==> config.mk <==
export PLATFORM = sky130hd
export DESIGN_NAME = kmmr_ctrl
export DESIGN_NICKNAME = d
export VERILOG_FILES = /design/src/rtl/kmmr_pkg.sv /design/src/rtl/kmmr_ctrl.sv
export SDC_FILE = /design/constraint.sdc
export NUM_CORES = 1
export LEC_CHECK = 0
export BUFFER_PORTS_ARGS = -buffer_cell sky130_fd_sc_hd__clkbuf_2
export CAP_MARGIN = 40
export CELL_PAD_IN_SITES_DETAIL_PLACEMENT = 0
export CELL_PAD_IN_SITES_GLOBAL_PLACEMENT = 1
export CORE_ASPECT_RATIO = 0.6
export CORE_MARGIN = 8
export CORE_UTILIZATION = 29
export DETAILED_ROUTE_END_ITERATION = 7
export MAX_ROUTING_LAYER = met4
export PLACE_DENSITY_LB_ADDON = 0.08
export SYNTH_ARGS = -nofsm -noshare
export SYNTH_HDL_FRONTEND = slang
export SYNTH_SLANG_ARGS = --single-unit
==> constraint.sdc <==
create_clock -name i_clk -period 1.69 [get_ports i_clk]
set_input_delay 0.2535 -clock i_clk [delete_from_list [all_inputs] [get_ports i_clk]]
set_output_delay 0.2535 -clock i_clk [all_outputs]
set_load 0.005 [all_outputs]
==> src/rtl/kmmr_pkg.sv <==
// Package: shared types, constants and command/status structs for the KM median/RMST core.
`timescale 1ns / 1ps
`default_nettype none
package kmmr_pkg;
    localparam int TIME_W       = 32;
    localparam int KEY_W        = TIME_W + 1;
    localparam int SURV_W       = 32;
    localparam int STAT_W       = 48;
    localparam int DVD_W        = 64;
    localparam int DVS_W        = 32;
    localparam int MAX_SUBJ_DEF = 1024;

    localparam logic [SURV_W-1:0] Q_ONE  = 32'h8000_0000;
    localparam logic [SURV_W-1:0] Q_HALF = 32'h4000_0000;

    typedef enum logic [1:0] {
        RC_OK  = 2'd0,
        RC_NR  = 2'd1,
        RC_OVF = 2'd2
    } t_code;

    typedef enum logic [1:0] {
        RES_ZERO = 2'd0,
        RES_MED  = 2'd1,
        RES_RMST = 2'd2
    } t_res_sel;

    typedef struct packed {
        logic [TIME_W-1:0] subject_time;
        logic              event_flag;
        logic              last_subject;
    } t_in;

    typedef struct packed {
        logic [STAT_W-1:0] stat_value;
        logic [1:0]        result_code;
    } t_out;

    typedef struct packed {
        logic     load;
        logic     rd_prev;
        logic     shift;
        logic     put;
        logic     scan_init;
        logic     sc_rd;
        logic     grp_start;
        logic     grp_add;
        logic     grp_close;
        logic     div_sp_start;
        logic     sp_upd;
        logic     acc_add;
        logic     div_q_start;
        logic     adv_t;
        logic     med_mul;
        logic     fin_mul;
        logic     set_res;
        t_res_sel res_sel;
        t_code    res_code;
        logic     emit;
    } t_cmd;

    typedef struct packed {
        logic room;
        logic last;
        logic pos_zero;
        logic gt;
        logic scan_end;
        logic grp_open;
        logic same_t;
        logic ev_nz;
        logic div_done;
        logic sp_lt_half;
        logic mode;
        logic m_nz;
        logic ovf;
        logic out_busy;
    } t_sts;
endpackage
`default_nettype wire

==> src/rtl/kmmr_ctrl.sv <==
// Controller: sequences insertion sort on load, curve scan, median/RMST and result transfer.
`timescale 1ns / 1ps
`default_nettype none
module kmmr_ctrl
    import kmmr_pkg::*;
(
    input  wire logic i_clk,
    input  wire logic i_rst_n,
    input  wire logic i_in_valid,
    input  wire logic i_in_last,
    input  wire t_sts i_sts,
    output logic      o_in_stall,
    output t_cmd      o_cmd
);
    typedef enum logic [3:0] {
        ST_IDLE, ST_INS_RD, ST_INS_CMP, ST_FIN, ST_SC_RD, ST_SC_CHK, ST_GRP_END,
        ST_DIV_SP, ST_ACC, ST_DIV_Q, ST_MED_SUM, ST_FINAL, ST_FIN_ACC, ST_FIN_SUM,
        ST_OUT
    } t_state;

    t_state r_state;
    t_state n_state;

    always_ff @(posedge i_clk) begin
        if (!i_rst_n) begin
            r_state <= ST_IDLE;
        end else begin
            r_state <= n_state;
        end
    end

    assign o_in_stall = (r_state != ST_IDLE);

    always_comb begin
        o_cmd          = '0;
        o_cmd.res_sel  = RES_ZERO;
        o_cmd.res_code = RC_OK;
        n_state        = r_state;
        unique case (r_state)
            ST_IDLE: begin
                if (i_in_valid) begin
                    o_cmd.load = 1'b1;
                    if (i_sts.room) begin
                        n_state = ST_INS_RD;
                    end else if (i_in_last) begin
                        n_state = ST_FIN;
                    end
                end
            end
            ST_INS_RD: begin
                if (i_sts.pos_zero) begin
                    o_cmd.put = 1'b1;
                    n_state   = i_sts.last ? ST_FIN : ST_IDLE;
                end else begin
                    o_cmd.rd_prev = 1'b1;
                    n_state       = ST_INS_CMP;
                end
            end
            ST_INS_CMP: begin
                if (i_sts.gt) begin
                    o_cmd.shift = 1'b1;
                    n_state     = ST_INS_RD;
                end else begin
                    o_cmd.put = 1'b1;
                    n_state   = i_sts.last ? ST_FIN : ST_IDLE;
                end
            end
            ST_FIN: begin
                if (i_sts.ovf) begin
                    o_cmd.set_res  = 1'b1;
                    o_cmd.res_code = RC_OVF;
                    n_state        = ST_OUT;
                end else begin
                    o_cmd.scan_init = 1'b1;
                    n_state         = ST_SC_RD;
                end
            end
            ST_SC_RD: begin
                if (i_sts.scan_end) begin
                    n_state = ST_GRP_END;
                end else begin
                    o_cmd.sc_rd = 1'b1;
                    n_state     = ST_SC_CHK;
                end
            end
            ST_SC_CHK: begin
                if (!i_sts.grp_open) begin
                    o_cmd.grp_start = 1'b1;
                    n_state         = ST_SC_RD;
                end else if (i_sts.same_t) begin
                    o_cmd.grp_add = 1'b1;
                    n_state       = ST_SC_RD;
                end else begin
                    n_state = ST_GRP_END;
                end
            end
            ST_GRP_END: begin
                o_cmd.grp_close = 1'b1;
                if (i_sts.ev_nz) begin
                    o_cmd.div_sp_start = 1'b1;
                    n_state            = ST_DIV_SP;
                end else begin
                    n_state = i_sts.scan_end ? ST_FINAL : ST_SC_RD;
                end
            end
            ST_DIV_SP: begin
                if (i_sts.div_done) begin
                    o_cmd.sp_upd = 1'b1;
                    n_state      = ST_ACC;
                end
            end
            ST_ACC: begin
                o_cmd.acc_add = 1'b1;
                if (!i_sts.mode && i_sts.sp_lt_half) begin
                    o_cmd.div_q_start = 1'b1;
                    n_state           = ST_DIV_Q;
                end else begin
                    o_cmd.adv_t = 1'b1;
                    n_state     = i_sts.scan_end ? ST_FINAL : ST_SC_RD;
                end
            end
            ST_DIV_Q: begin
                if (i_sts.div_done) begin
                    o_cmd.med_mul = 1'b1;
                    n_state       = ST_MED_SUM;
                end
            end
            ST_MED_SUM: begin
                o_cmd.set_res = 1'b1;
                o_cmd.res_sel = RES_MED;
                n_state       = ST_OUT;
            end
            ST_FINAL: begin
                if (!i_sts.mode) begin
                    o_cmd.set_res  = 1'b1;
                    o_cmd.res_code = RC_NR;
                    n_state        = ST_OUT;
                end else if (!i_sts.m_nz) begin
                    o_cmd.set_res = 1'b1;
                    n_state       = ST_OUT;
                end else begin
                    o_cmd.fin_mul = 1'b1;
                    n_state       = ST_FIN_ACC;
                end
            end
            ST_FIN_ACC: begin
                o_cmd.acc_add = 1'b1;
                n_state       = ST_FIN_SUM;
            end
            ST_FIN_SUM: begin
                o_cmd.set_res = 1'b1;
                o_cmd.res_sel = RES_RMST;
                n_state       = ST_OUT;
            end
            ST_OUT: begin
                if (!i_sts.out_busy) begin
                    o_cmd.emit = 1'b1;
                    n_state    = ST_IDLE;
                end
            end
            default: n_state = ST_IDLE;
        endcase
    end
endmodule
`default_nettype wire

==> implementation parameters <==
Parameter                              Value

Outcome
  Outcome    complete, no violations

Synth
  Area of the mapped netlist    between 700 and 800 um^2
  Main combinational cell family by area after synthesis    simple AND/OR/NAND/NOR gates
  Fraction of synthesized cell area in xor and xnor cells    0%
  Gate count after technology mapping    109
  Most frequent cell after synthesis    sky130_fd_sc_hd__nor2_1
  Share of synthesized cell area in full adder, half adder and majority cells    0%
  Warnings from Yosys    0
  Most used DFF post-synth    sky130_fd_sc_hd__dfxtp_1
  Post-synth net total    between 100 and 150
  Count of flip-flops with a built-in enable after synthesis    0
  Sequential element share of the synthesized area    10.8%
  Post-synth cell types    between 40 and 50
  Post-Synthesis Mean Instance Area    ~6.8 um^2
  Simple-Gate Fraction of Synth Area    55.8%
  Number of storage elements in the synthesis netlist    4
  Ranking of synthesized cells by instance count    sky130_fd_sc_hd__nor2_1, sky130_fd_sc_hd__nand2b_1, sky130_fd_sc_hd__nor3_1, sky130_fd_sc_hd__a21oi_1, sky130_fd_sc_hd__nand2_1
  Post-synth top area cell    sky130_fd_sc_hd__dfxtp_1
  Share of synthesized area spent on multiplexers    0%
  Biggest area contributors in the synthesized netlist    sky130_fd_sc_hd__dfxtp_1, sky130_fd_sc_hd__nand2b_1, sky130_fd_sc_hd__nor3_1
  Share of async-settable or async-resettable flops after synthesis    0%
  Fraction of synthesized cell area taken by the top area cell type    10.8%
  Post-synthesis compound-gate area fraction    25.7%

Detailed routing
  Number of nets with antenna violations after routing    0
  Number of vias per cell    5.29
  Number of violations reported at the end of detailed-routing iteration 0    59
  Detailed-route via count    989
  Count of unresolved DRC violations after routing    0
  Detailed-routing iteration count for the pre-antenna-repair pass    4
  Average wire length per cell after detail routing    about 15 um
  Routed wire length    2840 um

Final layout
  Fraction of the core area covered by cells at the end of the flow    46.5%
  Layout cells sized above 1    49.7%
  Layout Area Growth over Synthesis    55.3%
  # diodes    0
  Register containing the most flip-flops in the final layout    r_state
  Final #Nets    around 180
  Number of flip-flops in the largest register    4
  Largest registers in the final layout    r_state: 4 flops

Power
  Combinational fraction of design power    between 70% and 80%
  Internal Power    787 uW
  Seq pwr share    14.3%
  Clock network power share    15.0%
  Switching portion of total power    44.5%
  Net switching power figure    approximately 630 uW
  Maximum ir drop on the vdd rail    roughly 0.43 mV
  Lkg Pwr    0.000516 uW
  Total power per unit cell area    1230 nW/um^2

Timing
  Slew at the pin with the worst max-slew slack    464 ps
  Final Worst Setup Slack    between 70 and 80 ps
  Number of pins with negative max-slew slack in the final report    0
  Tcrit/Tclk final    around 96%
  Finish-stage setup viols    0
  Unrepaired setup endpoints after global routing    yes
  Maximum frequency from static timing analysis    between 600 and 700 MHz
  Endpoints failing hold    0
  Skew final    between 7 and 8 ps
  Slew headroom    68.9%
  Fin crit period    1620 ps

Placed design
  Dpl hpwl    2280 um
  Dpl ws    55.7 ps
  Number of port buffers    40
  Gp weighted congestion    0.871

Worst hold path
  Hold Crit Class    in -> reg
  Endpoint with the worst hold slack    r_state[0]
  Hold path depth    2
  Hold Crit Start    i_rst_n

Critical path
  Critical Path Slowest Stage Cell    sky130_fd_sc_hd__dfxtp_4
  Cell repeated most along the worst path    sky130_fd_sc_hd__nand2b_1
  Crit start category    flip-flop
  Category of the most critical setup path    reg -> out
  Beginning of the worst register-to-register path    r_state[3]
  Minimum setup slack among reg-to-reg paths    80 ps
  Reg2Reg Capture Point    r_state[3]
  Count of cells along the worst register-to-register path    5
  Largest fanout on the critical path    12
  CP Data Arrival Time    roughly 1400 ps
  CP required    1440 ps
  Cell breakdown of the critical path    buf_6 > nand2b_1 > a31oi_1 > o21ai_1 > nand2b_1 > clkbuf_2
  Crit path largest cell delay    370 ps
  Critical Path End Type    output port

Clock network
  Skew-Pair Late Insertion Delay    230 ps
  H-tree lvl count    1
  Library cell used as clock root buffer    sky130_fd_sc_hd__clkbuf_8
  CTS tree    done
  Clock transition at path regs    40 ps
  Sink count of the clock tree    4
  Maximum buffer depth of the clock tree    2
  Number of hold buffers added after cts    0
  Num CTS Buffers    3

Floorplan
  Die X-Extent    between 80 and 90 um
  Chip Height    55.1 um
  Core Rows    14
  Die Outline Area    4470 um^2
  Core footprint    between 2000 and 2500 um^2
  Effective utilization at floorplan    29.9%
  I/O pins    41

Global route
  Via count of the first global-routing pass    927
  Antenna violations before repair    0
  Global-route usage over all layers    13.5%
  Wire length of the first global-routing pass    4500 um
  Largest net degree at the start of global routing    15
  Total grt overflow    0

Run
  # Max-Cap Violations    0
==> cells by family (layout without fill, tap and decap cells) <==
family | count (synthesis) | after routing
AO/OA/AOI/OAI | 26 | 26
buffers and inverters | 12 | 58
flip-flops | 4 | 4
AND/OR/NAND/NOR | 67 | 67
==> worst max-delay path by stage <==
stage               start    endpoint  cells after the start
6_report       r_state[2]    o_cmd[5]                      6
3_3_place_gp   r_state[3]  r_state[0]                      5
5_1_grt        r_state[0]   o_cmd[18]                      5
3_5_place_dp   r_state[3]  r_state[0]                      5
4_1_cts        r_state[3]    o_cmd[9]                      4
2_1_floorplan  r_state[0]  r_state[0]                      5
==> critical path, delay by kind of cell (launching register included) <==
family / cells / cell delay, ps
AND/OR/NAND/NOR: 2 / 230
AO/OA/AOI/OAI: 2 / 290
flip-flops: 1 / 370
buffers and inverters: 2 / 250
==> routing by layer <==
| layer | up-vias | share of wire [%] | track usage [%] |
|---|---|---|---|
| met5 | - | 0 | - |
| met4 | 0 | 0.85 | 3.53 |
| met3 | 5 | 6.8 | 3.87 |
| met2 | 37 | 42 | 19.3 |
| met1 | 453 | 51 | 18.0 |
| li1 | 494 | - | - |
==> per-stage QoR <==
| step | hold WS (ps) | instance area, um^2 | power (uW) | setup TNS (ps) | instances |
|---|---|---|---|---|---|
| final | 301 | 1150 | 1420 | 0 | 187 |
| after detailed placement | 529 | 1020 | 1100 | 0 | 183 |
| after global routing | 321 | 1150 | 1540 | -2.28 | 187 |
| after global placement | 532 | 1020 | 1110 | 0 | 183 |
| after floorplan | 371 | 739 | 786 | 0 | 109 |
| after CTS | 293 | 1070 | 1340 | 0 | 186 |
==> repair_timing <==
| item | CTS | global route |
|---|---|---|
| setup endpoints to repair | 8 | 10 |
| setup buffers | 0 | 1 |
| gates resized for setup | 7 | 15 |
| pin swaps | 0 | 3 |
==> power by group through the flow <==
stage                     clock network (uW)  registers (uW)  logic, uW
after floorplan                            0             155        631
after global placement                     0             184        922
after detailed placement                   0             186        910
after CTS                                216             190        930
after global routing                     222             213       1100
final                                    213             203       1000
==> cell usage in the layout (no fill, tap or decap), types with 3 or more instances in the layout <==
cell                       synthesis  layout
sky130_fd_sc_hd__clkbuf_2          0      39
sky130_fd_sc_hd__nor3_2            1       3
sky130_fd_sc_hd__nand2b_1         10       9
sky130_fd_sc_hd__nor2_1           12      11
sky130_fd_sc_hd__buf_4             1      10
sky130_fd_sc_hd__nor3_1            9       7
sky130_fd_sc_hd__clkbuf_8          0       3
sky130_fd_sc_hd__nand2_1           7       7
sky130_fd_sc_hd__inv_1             3       3
sky130_fd_sc_hd__and3_1            4       4
sky130_fd_sc_hd__a21oi_1           7       7
==> layout make-up <==
type                       count  area (um^2)
inverter                       3         11.3
sequential                     4         88.8
clock buffer                   3         41.3
timing repair buffer          52          298
multi-input combinational     93          669
fill                         257         1320
tap                           32         40.0
No activity file was read; power rests on OpenSTA's default activity.
